--- config.mk ---
export PLATFORM = sky130hd
export DESIGN_NAME = priority_task_capacity_dispatcher_unit
export DESIGN_NICKNAME = d
export VERILOG_FILES = /design/src/hdl/ptcd_pkg.sv /design/src/hdl/ptcd_ram.sv /design/src/hdl/priority_task_capacity_dispatcher_unit.sv
export VERILOG_INCLUDE_DIRS = /design/src /design/src/hdl
export SDC_FILE = /design/constraint.sdc
export NUM_CORES = 1
export LEC_CHECK = 0
export ABC_AREA = 1
export BUFFER_PORTS_ARGS = -buffer_cell sky130_fd_sc_hd__buf_2
export CAP_MARGIN = 20
export CORE_ASPECT_RATIO = 1.1
export CORE_MARGIN = 2
export CORE_UTILIZATION = 57
export CTS_BUF_LIST = sky130_fd_sc_hd__clkbuf_8
export CTS_CLUSTER_DIAMETER = 100
export DETAILED_ROUTE_END_ITERATION = 10
export PLACE_DENSITY_LB_ADDON = 0.12
export SLEW_MARGIN = 20
export SYNTH_ARGS = -nofsm -noshare
export SYNTH_HDL_FRONTEND = slang
export SYNTH_SLANG_ARGS = --single-unit
--- constraint.sdc ---
create_clock -name clk -period 4.4 [get_ports clk]
set_input_delay 0.88 -clock clk [delete_from_list [all_inputs] [get_ports clk]]
set_output_delay 0.88 -clock clk [all_outputs]
set_load 0.05 [all_outputs]
--- src/hdl/assert_macros.svh ---
// Assertion macros for the RTL top level of the dispatcher.
`ifndef ASSERT_MACROS_SVH
`define ASSERT_MACROS_SVH

// Check a property on every rising edge, idle while reset is active.
`define PTCD_ASSERT(label, clk, rst_n, prop, msg) \
	label: assert property (@(posedge clk) disable iff (!rst_n) (prop)) else $error(msg);

// Check that a condition implies a property in the following cycle.
`define PTCD_ASSERT_NEXT(label, clk, rst_n, cond, prop, msg) \
	label: assert property (@(posedge clk) disable iff (!rst_n) (cond) |=> (prop)) \
		else $error(msg);

`endif

--- src/hdl/ptcd_pkg.sv ---
// Types, codes and constants of the priority task capacity dispatcher.
`timescale 1ns / 1ps

package ptcd_pkg;

	localparam int QUEUE_DEPTH_DEF = 16;
	localparam int MAX_RESULTS     = 16;
	localparam int TAG_W           = 8;
	localparam int PRIO_W          = 4;
	localparam int DEM_W           = 16;
	localparam int CAP_W           = 16;
	localparam int CNT_OUT_W       = 5;

	localparam logic [PRIO_W-1:0] PRIO_MIN = 4'd1;
	localparam logic [PRIO_W-1:0] PRIO_MAX = 4'd10;
	localparam logic [CAP_W-1:0]  CAP_MAX  = 16'hFFFF;
	localparam logic [CAP_W-1:0]  INIT_CAP_RST = 16'd10;

	typedef struct packed {
		logic [DEM_W-1:0]  demand;
		logic [PRIO_W-1:0] prio;
		logic [TAG_W-1:0]  tag;
	} entry_t;

	typedef enum logic [1:0] {
		CMD_INSERT   = 2'd0,
		CMD_ADD      = 2'd1,
		CMD_DISPATCH = 2'd2
	} cmd_t;

	typedef enum logic [2:0] {
		STAT_INSERTED  = 3'd0,
		STAT_DUPLICATE = 3'd1,
		STAT_FULL      = 3'd2,
		STAT_SERVED    = 3'd3,
		STAT_NONE      = 3'd4,
		STAT_CAP_ADDED = 3'd5
	} status_t;

	typedef enum logic [3:0] {
		S_IDLE,
		S_ADD,
		S_SCAN_RD,
		S_SCAN_CMP,
		S_INS_DECIDE,
		S_SHIFT_RD,
		S_SHIFT_WR,
		S_INS_END,
		S_DSP_EVAL,
		S_DSP_CHK,
		S_DSP_TAKE
	} state_t;

	// Clamp a requested priority into the legal range.
	function automatic logic [PRIO_W-1:0] clamp_prio(input logic [7:0] p);
		logic [PRIO_W-1:0] r;
		if (p < 8'(PRIO_MIN)) begin
			r = PRIO_MIN;
		end else if (p > 8'(PRIO_MAX)) begin
			r = PRIO_MAX;
		end else begin
			r = p[PRIO_W-1:0];
		end
		return r;
	endfunction

endpackage

--- src/hdl/ptcd_ram.sv ---
// Task queue storage: one write port, one read port with registered data.
`timescale 1ns / 1ps

module ptcd_ram
	import ptcd_pkg::*;
#(
	parameter int DEPTH = QUEUE_DEPTH_DEF,
	parameter int AW    = $clog2(QUEUE_DEPTH_DEF)
) (
	input  logic          clk,
	input  logic          we,
	input  logic [AW-1:0] waddr,
	input  entry_t        wdata,
	input  logic          re,
	input  logic [AW-1:0] raddr,
	output entry_t        rdata
);

	entry_t mem [DEPTH];

	always_ff @(posedge clk) begin
		if (we) begin
			mem[waddr] <= wdata;
		end
	end

	always_ff @(posedge clk) begin
		if (re) begin
			rdata <= mem[raddr];
		end
	end

endmodule

--- src/hdl/priority_task_capacity_dispatcher_unit.sv ---
// Top level of the priority task capacity dispatcher: sequencer, budget and output register.
//
// Input stream (s_*): one request per handshake; s_tuser carries the command
// (insert, add capacity, dispatch), s_tdata the task tag, priority and demand.
// Output stream (m_*): result items; m_tuser is the status, m_tlast marks the
// final result of a request. Insert and add-capacity give one result each,
// dispatch gives one result per served task (up to 16) or a single
// "none served" result. An unused command gives no result.
// The APB port holds initial_capacity at address 0; writing it also reloads
// the running budget.
// Sequencing: requests are taken only in the idle state. Insert reads every
// queued task through the single read port of the task memory to find a
// duplicate and its place, then moves each entry behind that place one step
// toward the tail and writes the new task. Dispatch reads the head, checks
// that it fits and takes it, until the queue empties, the budget is zero,
// 16 tasks are served or the head does not fit, one entry at a time.
// Results sit in an output register; a new request is taken while the last
// result still waits, and the sequencer holds when it must load a result
// while the receiver stalls. Reset empties the queue and loads a budget of 10.
// The task memory needs no clearing pass: only entries below the count are read.
`timescale 1ns / 1ps

module priority_task_capacity_dispatcher_unit
	import ptcd_pkg::*;
#(
	parameter int QUEUE_DEPTH = QUEUE_DEPTH_DEF
) (
	input  logic        clk,
	input  logic        arst_n,
	input  logic        s_tvalid,
	output logic        s_tready,
	input  logic [31:0] s_tdata,  // task_tag[7:0], task_priority[15:8], task_demand[31:16]
	input  logic [1:0]  s_tuser,  // cmd[1:0]
	output logic        m_tvalid,
	input  logic        m_tready,
	output logic [55:0] m_tdata,  // served_tag[7:0], served_priority[11:8],
	                              // served_demand[27:12], capacity_left[43:28],
	                              // queued_count[48:44], zero fill
	output logic [2:0]  m_tuser,  // status[2:0]
	output logic        m_tlast,
	input  logic        psel,
	input  logic        penable,
	input  logic        pwrite,
	input  logic [2:0]  paddr,
	input  logic [31:0] pwdata,
	output logic [31:0] prdata,
	output logic        pready
);

	`include "assert_macros.svh"

	localparam int IW = $clog2(QUEUE_DEPTH);
	localparam int CW = $clog2(QUEUE_DEPTH + 1);
	localparam int NW = $clog2(MAX_RESULTS + 1);
	localparam logic [CW-1:0] DEPTH_C = CW'(QUEUE_DEPTH);
	localparam logic [CW:0]   DEPTH_W = (CW + 1)'(QUEUE_DEPTH);
	localparam logic [IW-1:0] HEAD_LAST = IW'(QUEUE_DEPTH - 1);
	localparam logic [NW-1:0] NRES_MAX = NW'(MAX_RESULTS);

	state_t state_q, state_d;

	logic [CW-1:0]    cnt_q;
	logic [IW-1:0]    head_q;
	logic [CAP_W-1:0] cap_q;
	logic [CAP_W-1:0] init_q;
	logic [CW-1:0]    idx_q;
	logic [NW-1:0]    nres_q;
	logic             dup_q;
	logic             found_q;
	logic             pend_q;
	logic             m_tvalid_q;

	entry_t           new_q;
	logic [CW-1:0]    pos_q;
	entry_t           pend_entry_q;
	logic [CAP_W-1:0] pend_cap_q;
	logic [CNT_OUT_W-1:0] pend_cnt_q;

	status_t          out_status_q;
	entry_t           out_entry_q;
	logic [CAP_W-1:0] out_cap_q;
	logic [CNT_OUT_W-1:0] out_cnt_q;
	logic             out_last_q;

	logic    ram_we, ram_re;
	logic [IW-1:0] ram_waddr, ram_raddr;
	entry_t  ram_wdata, ram_rdata;

	logic    accept, out_free, cfg_we;
	logic    em_req, em_load;
	status_t em_status;
	entry_t  em_entry;
	logic [CAP_W-1:0] em_cap;
	logic [CNT_OUT_W-1:0] em_cnt;
	logic    em_last;
	logic    start_ins, start_dsp, cmp_step, idx_inc, idx_dec, idx_load;
	logic    cnt_inc, take, cap_inc;

	logic [CW+CNT_OUT_W-1:0] cnt_ext, cnt_dec_ext;
	logic [CW-1:0]    cnt_dec;
	logic [CNT_OUT_W-1:0] cnt5, cnt_dec5;
	logic [CAP_W-1:0] cap_sub, cap_inc_v;
	logic             fit, dsp_cont, before_e, match_e;
	entry_t           zero_entry;

	// Map a queue position onto a memory address of the ring.
	function automatic logic [IW-1:0] phys(input logic [CW-1:0] idx,
	                                        input logic [IW-1:0] head);
		logic [CW:0] s;
		s = (CW + 1)'(head) + (CW + 1)'(idx);
		if (s >= DEPTH_W) begin
			s = s - DEPTH_W;
		end
		return s[IW-1:0];
	endfunction

	ptcd_ram #(
		.DEPTH(QUEUE_DEPTH),
		.AW   (IW)
	) u_ram (
		.clk  (clk),
		.we   (ram_we),
		.waddr(ram_waddr),
		.wdata(ram_wdata),
		.re   (ram_re),
		.raddr(ram_raddr),
		.rdata(ram_rdata)
	);

	assign s_tready = (state_q == S_IDLE);
	assign accept   = s_tvalid && s_tready;
	assign out_free = !m_tvalid_q || m_tready;
	assign cfg_we   = psel && penable && pwrite && !paddr[2];
	assign pready   = 1'b1;
	assign prdata   = paddr[2] ? 32'd0 : {16'd0, init_q};

	assign zero_entry  = '0;
	assign cnt_ext     = {{CNT_OUT_W{1'b0}}, cnt_q};
	assign cnt5        = cnt_ext[CNT_OUT_W-1:0];
	assign cnt_dec     = cnt_q - CW'(1);
	assign cnt_dec_ext = {{CNT_OUT_W{1'b0}}, cnt_dec};
	assign cnt_dec5    = cnt_dec_ext[CNT_OUT_W-1:0];
	assign cap_sub     = cap_q - ram_rdata.demand;
	assign cap_inc_v   = (cap_q == CAP_MAX) ? cap_q : cap_q + CAP_W'(1);
	assign fit         = (ram_rdata.demand <= cap_q);
	assign dsp_cont    = (cnt_q != '0) && (cap_q != '0) && (nres_q != NRES_MAX);
	assign before_e    = (new_q.prio > ram_rdata.prio) ||
	                     ((new_q.prio == ram_rdata.prio) && (new_q.demand < ram_rdata.demand));
	assign match_e     = (new_q.prio == ram_rdata.prio) && (new_q.demand == ram_rdata.demand);
	assign em_load     = em_req && out_free;

	always_ff @(posedge clk or negedge arst_n) begin
		if (!arst_n) begin
			state_q <= S_IDLE;
		end else begin
			state_q <= state_d;
		end
	end

	always_comb begin
		state_d   = state_q;
		ram_we    = 1'b0;
		ram_waddr = phys(idx_q, head_q);
		ram_wdata = ram_rdata;
		ram_re    = 1'b0;
		ram_raddr = phys(idx_q, head_q);
		em_req    = 1'b0;
		em_status = STAT_NONE;
		em_entry  = zero_entry;
		em_cap    = cap_q;
		em_cnt    = cnt5;
		em_last   = 1'b1;
		start_ins = 1'b0;
		start_dsp = 1'b0;
		cmp_step  = 1'b0;
		idx_inc   = 1'b0;
		idx_dec   = 1'b0;
		idx_load  = 1'b0;
		cnt_inc   = 1'b0;
		take      = 1'b0;
		cap_inc   = 1'b0;
		unique case (state_q)
			S_IDLE: begin
				if (accept) begin
					case (cmd_t'(s_tuser))
						CMD_INSERT: begin
							start_ins = 1'b1;
							state_d   = S_SCAN_RD;
						end
						CMD_ADD: begin
							state_d = S_ADD;
						end
						CMD_DISPATCH: begin
							start_dsp = 1'b1;
							state_d   = S_DSP_EVAL;
						end
						default: begin
							state_d = S_IDLE;
						end
					endcase
				end
			end
			S_ADD: begin
				em_req    = 1'b1;
				em_status = STAT_CAP_ADDED;
				em_cap    = cap_inc_v;
				if (out_free) begin
					cap_inc = 1'b1;
					state_d = S_IDLE;
				end
			end
			S_SCAN_RD: begin
				if (idx_q == cnt_q) begin
					state_d = S_INS_DECIDE;
				end else begin
					ram_re  = 1'b1;
					state_d = S_SCAN_CMP;
				end
			end
			S_SCAN_CMP: begin
				cmp_step = 1'b1;
				idx_inc  = 1'b1;
				state_d  = S_SCAN_RD;
			end
			S_INS_DECIDE: begin
				if (dup_q || (cnt_q == DEPTH_C)) begin
					em_req    = 1'b1;
					em_status = dup_q ? STAT_DUPLICATE : STAT_FULL;
					if (out_free) begin
						state_d = S_IDLE;
					end
				end else begin
					idx_load = 1'b1;
					state_d  = S_SHIFT_RD;
				end
			end
			S_SHIFT_RD: begin
				if (idx_q == pos_q) begin
					ram_we    = 1'b1;
					ram_wdata = new_q;
					cnt_inc   = 1'b1;
					state_d   = S_INS_END;
				end else begin
					ram_re    = 1'b1;
					ram_raddr = phys(idx_q - CW'(1), head_q);
					state_d   = S_SHIFT_WR;
				end
			end
			S_SHIFT_WR: begin
				// move the entry one place toward the tail
				ram_we  = 1'b1;
				idx_dec = 1'b1;
				state_d = S_SHIFT_RD;
			end
			S_INS_END: begin
				em_req    = 1'b1;
				em_status = STAT_INSERTED;
				if (out_free) begin
					state_d = S_IDLE;
				end
			end
			S_DSP_EVAL: begin
				if (dsp_cont) begin
					ram_re    = 1'b1;
					ram_raddr = head_q;
					state_d   = S_DSP_CHK;
				end else begin
					em_req = 1'b1;
					if (pend_q) begin
						em_status = STAT_SERVED;
						em_entry  = pend_entry_q;
						em_cap    = pend_cap_q;
						em_cnt    = pend_cnt_q;
					end
					if (out_free) begin
						state_d = S_IDLE;
					end
				end
			end
			S_DSP_CHK: begin
				// the held result is marked last here only if the next head fails to fit
				if (pend_q) begin
					em_req    = 1'b1;
					em_status = STAT_SERVED;
					em_entry  = pend_entry_q;
					em_cap    = pend_cap_q;
					em_cnt    = pend_cnt_q;
					em_last   = !fit;
				end else if (!fit) begin
					em_req = 1'b1;
				end
				if (!em_req || out_free) begin
					state_d = fit ? S_DSP_TAKE : S_IDLE;
				end
			end
			S_DSP_TAKE: begin
				take    = 1'b1;
				state_d = S_DSP_EVAL;
			end
			default: begin
				state_d = S_IDLE;
			end
		endcase
	end

	always_ff @(posedge clk or negedge arst_n) begin
		if (!arst_n) begin
			cnt_q      <= '0;
			head_q     <= '0;
			cap_q      <= INIT_CAP_RST;
			init_q     <= INIT_CAP_RST;
			idx_q      <= '0;
			nres_q     <= '0;
			dup_q      <= 1'b0;
			found_q    <= 1'b0;
			pend_q     <= 1'b0;
			m_tvalid_q <= 1'b0;
		end else begin
			if (cfg_we) begin
				init_q <= pwdata[CAP_W-1:0];
				cap_q  <= pwdata[CAP_W-1:0];
			end
			// drop any held result as soon as a new request arrives
			if (accept) begin
				pend_q <= 1'b0;
			end
			if (start_ins) begin
				idx_q   <= '0;
				dup_q   <= 1'b0;
				found_q <= 1'b0;
			end
			if (start_dsp) begin
				nres_q <= '0;
			end
			if (cmp_step) begin
				if (match_e) begin
					dup_q <= 1'b1;
				end
				if (before_e) begin
					found_q <= 1'b1;
				end
			end
			if (idx_inc) begin
				idx_q <= idx_q + CW'(1);
			end
			if (idx_dec) begin
				idx_q <= idx_q - CW'(1);
			end
			if (idx_load) begin
				idx_q <= cnt_q;
			end
			if (cnt_inc) begin
				cnt_q <= cnt_q + CW'(1);
			end
			if (cap_inc) begin
				cap_q <= cap_inc_v;
			end
			if (take) begin
				cap_q  <= cap_sub;
				cnt_q  <= cnt_dec;
				head_q <= (head_q == HEAD_LAST) ? '0 : head_q + IW'(1);
				nres_q <= nres_q + NW'(1);
				pend_q <= 1'b1;
			end
			if (em_load) begin
				m_tvalid_q <= 1'b1;
			end else if (m_tready) begin
				m_tvalid_q <= 1'b0;
			end
		end
	end

	always_ff @(posedge clk) begin
		if (accept) begin
			new_q.tag    <= s_tdata[7:0];
			new_q.prio   <= clamp_prio(s_tdata[15:8]);
			new_q.demand <= s_tdata[31:16];
		end
		if (start_ins) begin
			pos_q <= cnt_q;
		end
		if (cmp_step && before_e && !found_q) begin
			pos_q <= idx_q;
		end
		if (take) begin
			pend_entry_q <= ram_rdata;
			pend_cap_q   <= cap_sub;
			pend_cnt_q   <= cnt_dec5;
		end
		if (em_load) begin
			out_status_q <= em_status;
			out_entry_q  <= em_entry;
			out_cap_q    <= em_cap;
			out_cnt_q    <= em_cnt;
			out_last_q   <= em_last;
		end
	end

	assign m_tvalid = m_tvalid_q;
	assign m_tuser  = out_status_q;
	assign m_tlast  = out_last_q;
	assign m_tdata  = {7'd0, out_cnt_q, out_cap_q, out_entry_q.demand,
	                   out_entry_q.prio, out_entry_q.tag};

	`PTCD_ASSERT(a_cnt_range, clk, arst_n, cnt_q <= DEPTH_C, "queue count beyond depth")
	`PTCD_ASSERT(a_pend_in_dispatch, clk, arst_n,
		!pend_q || (state_q == S_DSP_EVAL) || (state_q == S_DSP_CHK) ||
		(state_q == S_DSP_TAKE) || (state_q == S_IDLE),
		"pending result outside dispatch")
	`PTCD_ASSERT_NEXT(a_take_pops, clk, arst_n, state_q == S_DSP_TAKE,
		cnt_q == $past(cnt_q) - CW'(1), "dispatch pop did not shrink the queue")
	`PTCD_ASSERT(a_served_prio, clk, arst_n,
		!(m_tvalid_q && (out_status_q == STAT_SERVED)) ||
		((out_entry_q.prio >= PRIO_MIN) && (out_entry_q.prio <= PRIO_MAX)),
		"served task carries an unclamped priority")

endmodule

==> flow_summary.html, run 1 <==
<table>
<tr><th>Metric</th><th>Value</th></tr>
<tr><th colspan="2">Outcome</th></tr>
<tr><td>Result of the run</td><td>completed</td></tr>
<tr><th colspan="2">Synthesis</th></tr>
<tr><td>XOR/XNOR Fraction of Synth Area</td><td>0.0118</td></tr>
<tr><td>Synth warnings</td><td>0</td></tr>
<tr><td>Sequential area share after synthesis</td><td>0.636</td></tr>
<tr><td>Cell Area, Synth</td><td>31,200 um^2</td></tr>
<tr><td>Synth Area in Compound Gates</td><td>0.0433</td></tr>
<tr><td>Post-synthesis sequential element count</td><td>670</td></tr>
<tr><td>Synthesized netlist cell count</td><td>3,069</td></tr>
<tr><td>Async S/R FF share, synth</td><td>0.0881</td></tr>
<tr><td>Fraction of the mapped netlist area in simple logic gates</td><td>0.206</td></tr>
<tr><td>Avg Synthesized Cell Area</td><td>10.2 um^2</td></tr>
<tr><td>Proportion of synthesized area in mux cells</td><td>0.000361</td></tr>
<tr><td>Library cells used by synthesis</td><td>51</td></tr>
<tr><td>Synth Flop Type</td><td>edfxtp_1</td></tr>
<tr><td>Adder-cell share of the synthesized area</td><td>0.0228</td></tr>
<tr><td>Largest family of logic cells by synthesized area</td><td>simple AND/OR/NAND/NOR gates</td></tr>
<tr><td>Post-synth EDFFs</td><td>611</td></tr>
<tr><th colspan="2">Global routing</th></tr>
<tr><td>Grt peak-use layer</td><td>met2</td></tr>
<tr><td>Vias in the first global route</td><td>21,300</td></tr>
<tr><td>Total global routing overflow</td><td>0</td></tr>
<tr><td>Global Route Usage Sum</td><td>0.282</td></tr>
<tr><td>Met3 layer usage reported by global route</td><td>0.0452</td></tr>
<tr><td>Met1 GRT Util</td><td>0.368</td></tr>
<tr><td>Pin count of the biggest net entering global routing</td><td>153</td></tr>
<tr><td>Wire length of the first global-routing pass</td><td>121,000 um</td></tr>
<tr><td>Antenna violations before repair</td><td>3</td></tr>
<tr><td>Met2 demand-to-capacity share in global routing</td><td>0.474</td></tr>
<tr><th colspan="2">Timing</th></tr>
<tr><td>Slew @ Worst Pin</td><td>0.845 ns</td></tr>
<tr><td>Clock tree skew after final layout</td><td>0.0271 ns</td></tr>
<tr><td>Worst slack on hold paths</td><td>0.345 ns</td></tr>
<tr><td>Number of setup violations in the final report</td><td>0</td></tr>
<tr><td>RSZ-0062 raised after global routing</td><td>no</td></tr>
<tr><td>Timing-limited maximum frequency</td><td>269 MHz</td></tr>
<tr><td>Final hold vios</td><td>0</td></tr>
<tr><td>Setup TNS</td><td>0 ns</td></tr>
<tr><td>Fin crit share</td><td>0.844</td></tr>
<tr><td>Number of pins exceeding their max-slew limit in the final report</td><td>0</td></tr>
<tr><td>Final setup margin</td><td>0.684 ns</td></tr>
<tr><td>Shortest clock period the worst path allows after layout</td><td>3.72 ns</td></tr>
<tr><td>Headroom to the max-slew limit</td><td>0.437</td></tr>
<tr><th colspan="2">Route</th></tr>
<tr><td>Residual antenna-violating net count after detailed routing</td><td>0</td></tr>
<tr><td>Mean number of vias per cell</td><td>5.58</td></tr>
<tr><td>Number of DRC markers after the initial detailed-route iteration</td><td>2,194</td></tr>
<tr><td>Wire length per cell</td><td>19.8 um</td></tr>
<tr><td>Pre-Repair DR Iteration Count</td><td>5</td></tr>
<tr><td>Number of vias in the routed layout</td><td>22,500</td></tr>
<tr><td>Final WL</td><td>80,000 um</td></tr>
<tr><td>DRC violations left</td><td>0</td></tr>
<tr><th colspan="2">Placement</th></tr>
<tr><td>Port Buffer Count</td><td>128</td></tr>
<tr><td>Place WS</td><td>0.788 ns</td></tr>
<tr><td>Number of cells after detailed placement</td><td>3,841</td></tr>
<tr><td>Post-DP Area</td><td>32,800 um^2</td></tr>
<tr><td>Placed wire-length estimate after detailed placement</td><td>48,300 um</td></tr>
<tr><td>Gp weighted congestion</td><td>0.925</td></tr>
<tr><th colspan="2">Setup path</th></tr>
<tr><td>CP Capture Type</td><td>flop</td></tr>
<tr><td>CP max FO</td><td>72</td></tr>
<tr><td>Required time worst endpoint</td><td>4.85 ns</td></tr>
<tr><td>Ordered list of cells on the worst path</td><td>inv_2, nand3_1, nor2_1, nand2_1, nand3_4, nand3_4, nand2_8, buf_4, nand2_1, nand3_1, nand3_1, nand3_1, nand2_1</td></tr>
<tr><td>Type of the worst setup path</td><td>flop to flop</td></tr>
<tr><td>Cell with the most instances on the worst path</td><td>nand3_1</td></tr>
<tr><td>Critical Path Source Type</td><td>flop</td></tr>
<tr><td>Cell with the biggest individual delay on the critical path</td><td>buf_4</td></tr>
<tr><td>Delay contributed by the slowest stage of the critical path</td><td>0.64 ns</td></tr>
<tr><td>Worst EP arrival</td><td>4.16 ns</td></tr>
<tr><th colspan="2">Clock network</th></tr>
<tr><td>Post-CTS Repair Setup Buffers</td><td>0</td></tr>
<tr><td>Clock-pin slew on the worst setup and hold paths</td><td>0.06 ns</td></tr>
<tr><td>Clk_lat worst skew</td><td>0.71 ns</td></tr>
<tr><td>Resized Gates After CTS</td><td>0</td></tr>
<tr><td>CTS tree</td><td>built</td></tr>
<tr><td>Clock net sink count</td><td>670</td></tr>
<tr><td>Master cell of the clock root buffer</td><td>clkbuf_8</td></tr>
<tr><td>Number of hold buffers added after CTS</td><td>0</td></tr>
<tr><td>Number of buffers created by CTS</td><td>105</td></tr>
<tr><td>H-Tree Depth</td><td>3</td></tr>
<tr><td>Maximum number of buffers from clock root to sink</td><td>3</td></tr>
<tr><th colspan="2">Power</th></tr>
<tr><td>Power per Cell Area</td><td>813 nW/um^2</td></tr>
<tr><td>Worst IR drop on VDD</td><td>0.00113 V</td></tr>
<tr><td>Power consumption</td><td>28.2 mW</td></tr>
<tr><td>P_leak</td><td>14.8 nW</td></tr>
<tr><th colspan="2">Job</th></tr>
<tr><td>Maxcap violations</td><td>0</td></tr>
<tr><th colspan="2">Floorplanning</th></tr>
<tr><td>Initial Utilization</td><td>0.579</td></tr>
<tr><td>Core area</td><td>53,900 um^2</td></tr>
<tr><td>Floorplan die area</td><td>56,600 um^2</td></tr>
<tr><td>Vertical extent of the die</td><td>249 um</td></tr>
<tr><td>Placement row count</td><td>89</td></tr>
<tr><td>Die W</td><td>227 um</td></tr>
<tr><td>I/O pin count</td><td>171</td></tr>
<tr><th colspan="2">Final layout</th></tr>
<tr><td>Area Growth Syn to Fin</td><td>11.4%</td></tr>
<tr><td>Final #Nets</td><td>3,351</td></tr>
<tr><td>Most common cell after layout, fill and taps aside</td><td>nand2_1</td></tr>
<tr><td>Leading cell types in the layout, fill and taps excluded</td><td>nand2_1, edfxtp_1, nand3_1</td></tr>
<tr><td>Fin area</td><td>34,700 um^2</td></tr>
<tr><td>Fraction of the core area covered by cells at the end of the flow</td><td>0.645</td></tr>
<tr><td>Count of placed standard cells in the final layout, fillers left out</td><td>4,030</td></tr>
<tr><td>Share of post-route cells with drive strength above 1</td><td>0.116</td></tr>
<tr><th colspan="2">Hold path</th></tr>
<tr><td>Hold crit path type</td><td>input port to flop</td></tr>
</table>
-- report_power, final --
group          switching [mW]  internal (mW)  total, mW
clock network            2.40           2.62       5.02
logic                    9.76           4.01       13.8
registers               0.628           8.81       9.44
total                    12.8           15.4       28.2
-- registers in the layout, indices dropped and copies added (netlist names), 3 cells and up --
signal        cells
u_ram.mem       448
m_tdata          28
new_q            28
pend_entry_q     28
u_ram.rdata      28
cap_q            16
init_q           16
out_cap_q        16
pend_cap_q       16
cnt5              5
idx_q             5
nres_q            5
out_cnt_q         5
pend_cnt_q        5
pos_q             5
head_q            4
state_q           4
m_tuser           3
-- Yosys cell counts, types with 19 or more instances --
cell type	count	area (um^2)
dfrtp_1	55	1380
buf_2	87	435
clkbuf_1	38	143
o211ai_1	20	150
a21oi_1	44	220
inv_1	404	1520
nor2_1	119	447
nand2_1	742	2790
ha_1	52	651
xor2_1	27	236
nor3_1	21	105
buf_4	32	240
nand4_1	19	119
nand3_1	558	2790
o21ai_0	103	515
edfxtp_1	611	18300
-- critical path: cells and delay by family, from the launching register on --
family / cells / cell delay [ns]
buffers and inverters: 2 / 0.79
flip-flops: 1 / 0.49
AND/OR/NAND/NOR: 11 / 2.11
-- final cells by class --
class,instances,area [um^2]
Clock inverter,77,488
Timing Repair Buffer,200,1320
Multi-Input combinational cell,1828,9130
Inverter,415,1560
Sequential cell,670,19800
Antenna cell,4,10.0
Tap cell,728,911
Clock buffer,108,1490
Fill cell,4309,19200
-- final timing paths --
kind	startpoint	to	slack [ns]	depth (start not counted)
worst min-delay path	s_tdata[31]	new_q[27]$_DFFE_PP_	0.35	1
max in group asynchronous	arst_n	cap_q[0]$_DFFE_PN0P_	3.47	2
worst min register to register	u_ram.rdata[26]$_DFFE_PP_	pend_entry_q[26]$_DFFE_PP_	0.45	0
worst max-delay path	cap_q[10]$_DFFE_PN0P_	u_ram.rdata[12]$_DFFE_PP_	0.68	13
min in group asynchronous	arst_n	cnt5[4]$_DFFE_PN0P_	0.36	2
worst max register to register	cap_q[10]$_DFFE_PN0P_	u_ram.rdata[12]$_DFFE_PP_	0.68	13
-- metal layers --
| layer | wire [um] | up-vias |
|---|---|---|
| li1 | - | 10600 |
| met1 | 31700 | 10700 |
| met2 | 39100 | 963 |
| met3 | 6440 | 189 |
| met4 | 2650 | 0 |
| met5 | 0 | - |
-- cell families after synthesis --
group / after synthesis
flops: 670
fa+ha+maj: 55
buf+inv: 593
compound gates: 228
mux: 1
simple gates: 1478
xor+xnor: 42
other cells: 2
No activity file was read; power rests on OpenSTA's default activity.
==> run 2, diff against run 1 <==
==> constraint.sdc (replaced) <==
create_clock -name clk -period 3.1 [get_ports clk]
set_input_delay 0.62 -clock clk [delete_from_list [all_inputs] [get_ports clk]]
set_output_delay 0.62 -clock clk [all_outputs]
set_load 0.05 [all_outputs]
==> run 2 against run 1 <==
  * Register-to-register slack worse by 0.59 ns
  * Critical path depth is 2 higher
  * Largest cell class unchanged
  * Cell count is 1.8% higher
  * Maximum frequency is 24% higher
  * Sequential share of layout area is 1.6 points lower
  * Global-route usage is 0.69 points higher
  * Largest power group unchanged
==> flow_summary.html, run 2 (synthesized netlist as in run 1, its figures left out) <==
<table>
<tr><th>Metric</th><th>Value</th></tr>
<tr><th colspan="2">Floorplanning</th></tr>
<tr><td>I/O pin count</td><td>171 (unchanged)</td></tr>
<tr><td>Placement row count</td><td>89 (unchanged)</td></tr>
<tr><td>Core area</td><td>53,900 um^2 (unchanged)</td></tr>
<tr><td>Die W</td><td>227 um (unchanged)</td></tr>
<tr><td>Vertical extent of the die</td><td>249 um (unchanged)</td></tr>
<tr><td>Initial Utilization</td><td>0.579 (unchanged)</td></tr>
<tr><td>Floorplan die area</td><td>56,600 um^2 (unchanged)</td></tr>
<tr><th colspan="2">Setup path</th></tr>
<tr><td>Ordered list of cells on the worst path</td><td>inv_1, ha_1, inv_1, nor2_1, nand2_1, nor2_1, nand2_1, nand3_4, o22ai_1, inv_1, o21ai_4, buf_12, nand3_1, nand3_1, nand2_1 (was inv_2, nand3_1, nor2_1, nand2_1, nand3_4, nand3_4, nand2_8, buf_4, nand2_1, nand3_1, nand3_1, nand3_1, nand2_1)</td></tr>
<tr><td>Terminus of the critical flop-to-flop path</td><td>u_ram.rdata[21]$_DFFE_PP_ (was u_ram.rdata[12]$_DFFE_PP_)</td></tr>
<tr><td>Worst setup slack for register-to-register paths</td><td>0.09 ns (was 0.68 ns)</td></tr>
<tr><td>Type of the worst setup path</td><td>flop to flop (unchanged)</td></tr>
<tr><td>Worst EP arrival</td><td>3.43 ns (was 4.16 ns)</td></tr>
<tr><td>Beginning of the worst register-to-register path</td><td>cap_q[1]$_DFFE_PN1P_ (was cap_q[10]$_DFFE_PN0P_)</td></tr>
<tr><td>Start point of the critical path</td><td>cap_q[1]$_DFFE_PN1P_ (was cap_q[10]$_DFFE_PN0P_)</td></tr>
<tr><td>Cells on worst reg2reg path</td><td>15 (was 13)</td></tr>
<tr><td>Delay contributed by the slowest stage of the critical path</td><td>0.57 ns (was 0.64 ns)</td></tr>
<tr><td>Required time worst endpoint</td><td>3.52 ns (was 4.85 ns)</td></tr>
<tr><td>Cell with the biggest individual delay on the critical path</td><td>dfstp_2 (was buf_4)</td></tr>
<tr><td>Critical Path Source Type</td><td>flop (unchanged)</td></tr>
<tr><td>CP Capture Type</td><td>flop (unchanged)</td></tr>
<tr><td>Buffers plus inverters on the worst setup path</td><td>4 (was 2)</td></tr>
<tr><td>CP max FO</td><td>24 (was 72)</td></tr>
<tr><td>Cell type group with the largest total delay on the critical path</td><td>simple AND/OR/NAND/NOR gates (unchanged)</td></tr>
<tr><th colspan="2">Timing</th></tr>
<tr><td>Setup TNS</td><td>0 ns (unchanged)</td></tr>
<tr><td>Number of setup violations in the final report</td><td>0 (unchanged)</td></tr>
<tr><td>Shortest clock period the worst path allows after layout</td><td>3.01 ns (was 3.72 ns)</td></tr>
<tr><td>Number of pins exceeding their max-slew limit in the final report</td><td>0 (unchanged)</td></tr>
<tr><td>Slew @ Worst Pin</td><td>0.886 ns (was 0.845 ns)</td></tr>
<tr><td>Headroom to the max-slew limit</td><td>0.410 (was 0.437)</td></tr>
<tr><td>Timing-limited maximum frequency</td><td>333 MHz (was 269 MHz)</td></tr>
<tr><td>Fin crit share</td><td>0.970 (was 0.844)</td></tr>
<tr><td>Clock tree skew after final layout</td><td>0.0328 ns (was 0.0271 ns)</td></tr>
<tr><td>Final hold vios</td><td>0 (unchanged)</td></tr>
<tr><th colspan="2">Hold path</th></tr>
<tr><td>Hold crit path type</td><td>input port to flop (unchanged)</td></tr>
<tr><td>Cells on Worst Hold Path</td><td>1 (unchanged)</td></tr>
<tr><td>End point of the worst hold path</td><td>new_q[16]$_DFFE_PP_ (was new_q[27]$_DFFE_PP_)</td></tr>
<tr><td>Worst min-delay path startpoint</td><td>s_tdata[20] (was s_tdata[31])</td></tr>
<tr><th colspan="2">Final layout</th></tr>
<tr><td>Area of the multi-input gates</td><td>9140 um^2 (was 9130 um^2)</td></tr>
<tr><td>Final #Nets</td><td>3,417 (was 3,351)</td></tr>
<tr><td>Leading cell types in the layout, fill and taps excluded</td><td>nand2_1, edfxtp_1, nand3_1 (unchanged)</td></tr>
<tr><td>Fin area</td><td>35,700 um^2 (was 34,700 um^2)</td></tr>
<tr><td>Area Growth Syn to Fin</td><td>14.6% (was 11.4%)</td></tr>
<tr><td>Fillers</td><td>4,233 (was 4,309)</td></tr>
<tr><td>Most common cell after layout, fill and taps aside</td><td>nand2_1 (unchanged)</td></tr>
<tr><td>Register cell area after layout</td><td>19,800 um^2 (unchanged)</td></tr>
<tr><td>Share of post-route cells with drive strength above 1</td><td>0.136 (was 0.116)</td></tr>
<tr><td>Register with the most flip-flops</td><td>u_ram.mem (unchanged)</td></tr>
<tr><td>Max FFs per register</td><td>448 (unchanged)</td></tr>
<tr><th colspan="2">Clock network</th></tr>
<tr><td>Clk_lat worst skew</td><td>0.73 ns (was 0.71 ns)</td></tr>
<tr><td>Number of buffers created by CTS</td><td>103 (was 105)</td></tr>
<tr><td>Maximum number of buffers from clock root to sink</td><td>3 (unchanged)</td></tr>
<tr><td>H-Tree Depth</td><td>3 (unchanged)</td></tr>
<tr><td>Master cell of the clock root buffer</td><td>clkbuf_8 (unchanged)</td></tr>
<tr><td>Clock-pin slew on the worst setup and hold paths</td><td>0.06 ns (about the same)</td></tr>
<tr><td>Clock net sink count</td><td>670 (unchanged)</td></tr>
<tr><td>CTS tree</td><td>built (unchanged)</td></tr>
<tr><th colspan="2">Power</th></tr>
<tr><td>P_leak</td><td>15.3 nW (was 14.8 nW)</td></tr>
<tr><td>Worst IR drop on VDD</td><td>0.00109 V (was 0.00113 V)</td></tr>
<tr><td>Part of the power in combinational logic</td><td>0.509 (was 0.488)</td></tr>
<tr><td>Internal portion of total power</td><td>22.7 mW (was 15.4 mW)</td></tr>
<tr><td>Fraction of power consumed by sequential logic</td><td>0.319 (was 0.334)</td></tr>
<tr><td>Part of the power in the clock network</td><td>0.172 (was 0.178)</td></tr>
<tr><td>Sw power</td><td>18.5 mW (was 12.8 mW)</td></tr>
<tr><td>Sw frac</td><td>0.449 (was 0.453)</td></tr>
<tr><td>Power per Cell Area</td><td>1160 nW/um^2 (was 813 nW/um^2)</td></tr>
<tr><th colspan="2">Route</th></tr>
<tr><td>DRC violations left</td><td>0 (unchanged)</td></tr>
<tr><td>Final WL</td><td>81,500 um (was 80,000 um)</td></tr>
<tr><td>Wire length per cell</td><td>19.9 um (was 19.8 um)</td></tr>
<tr><td>Residual antenna-violating net count after detailed routing</td><td>0 (unchanged)</td></tr>
<tr><td>Mean number of vias per cell</td><td>5.55 (was 5.58)</td></tr>
<tr><td>Number of DRC markers after the initial detailed-route iteration</td><td>1,991 (was 2,194)</td></tr>
<tr><td>Number of vias in the routed layout</td><td>22,800 (was 22,500)</td></tr>
<tr><td>Pre-Repair DR Iteration Count</td><td>8 (was 5)</td></tr>
<tr><th colspan="2">Placement</th></tr>
<tr><td>Placed wire-length estimate after detailed placement</td><td>53,700 um (was 48,300 um)</td></tr>
<tr><td>Gp weighted congestion</td><td>0.912 (was 0.925)</td></tr>
<tr><td>Post-DP Area</td><td>33,700 um^2 (was 32,800 um^2)</td></tr>
<tr><td>Port Buffer Count</td><td>128 (unchanged)</td></tr>
<tr><th colspan="2">Global routing</th></tr>
<tr><td>Global Route Usage Sum</td><td>0.289 (was 0.282)</td></tr>
<tr><td>Pin count of the biggest net entering global routing</td><td>106 (was 153)</td></tr>
<tr><td>Total global routing overflow</td><td>0 (unchanged)</td></tr>
<tr><td>Vias in the first global route</td><td>21,500 (was 21,300)</td></tr>
<tr><td>Wire length of the first global-routing pass</td><td>124,000 um (was 121,000 um)</td></tr>
<tr><td>Antenna violations before repair</td><td>3 (unchanged)</td></tr>
<tr><th colspan="2">Outcome</th></tr>
<tr><td>Result of the run</td><td>completed (unchanged)</td></tr>
<tr><th colspan="2">Job</th></tr>
<tr><td>Maxcap violations</td><td>0 (unchanged)</td></tr>
</table>
-- run 2: changes by cell type in the layout (fill, tap and decap cells not counted), moves of 2 or more --
cell / previous run / this run
clkinv_1: 16 / 20
buf_12: 11 / 38
inv_1: 447 / 440
buf_6: 0 / 2
buf_16: 0 / 5
inv_8: 3 / 1
buf_4: 61 / 94
clkinv_8: 0 / 2
clkinv_2: 8 / 15
bufinv_16: 6 / 4
-- run 2: how the worst max path moves through the flow --
stage | end | slack [ns] | depth (start not counted)
3_5_place_dp | m_tdata[8]$_DFFE_PP_ | 0.06 | 12
6_report | u_ram.rdata[21]$_DFFE_PP_ | 0.09 | 15
5_1_grt | u_ram.rdata[19]$_DFFE_PP_ | -0.001 | 16
3_3_place_gp | m_tdata[9]$_DFFE_PP_ | 0.11 | 12
4_1_cts | m_tdata[1]$_DFFE_PP_ | 0.06 | 12
2_1_floorplan | u_ram.mem[0][0]$_DFFE_PP_ | 0.04 | 5
-- run 2: through the flow --
step / power [mW] / util / worst slack, ns / hold slack (ns) / instances
floorplan: 27.3 / - / 0.0384 / 0.324 / 3091
global placement: 33.7 / 0.622 / 0.105 / 0.431 / 3902
detailed placement: 34.2 / 0.625 / 0.0580 / 0.434 / 3908
CTS: 41.3 / 0.662 / 0.0574 / 0.0221 / 4098
global route: 43.9 / 0.663 / -0.00104 / 0.0510 / 4100
finish: 41.3 / 0.663 / 0.0934 / 0.0800 / 4104
-- run 2: power by group through the flow --
stage	combinational, mW	clock [mW]	sequential, mW
final	21.0	7.09	13.2
after global routing	23.0	7.62	13.3
after CTS	20.9	7.22	13.2
after detailed placement	20.8	0	13.4
after global placement	20.3	0	13.3
after floorplan	13.2	0	14.1
-- run 2: layout make-up --
cell class                 count  area share
tap                          728      0.0255
clock inverter                81      0.0136
sequential                   670       0.555
clock buffer                 109      0.0420
multi-input combinational   1828       0.256
antenna                        5    0.000350
inverter                     415      0.0439
timing repair buffer         268      0.0639
-- run 2: layer usage --
metal / share of wire / GRT usage / routed length, um
met1: 0.40 / 0.375 / 32300
met2: 0.50 / 0.487 / 40400
met3: 0.073 / 0.0420 / 5950
met4: 0.035 / 0.122 / 2860
met5: 0.00011 / 0 / 9
-- run 2: what timing repair did --
action                                  4_1_cts  5_1_grt
hold buffers                                  0        0
resized for setup                             0       10
buffers inserted                              0        1
endpoints found under the setup margin        0       62
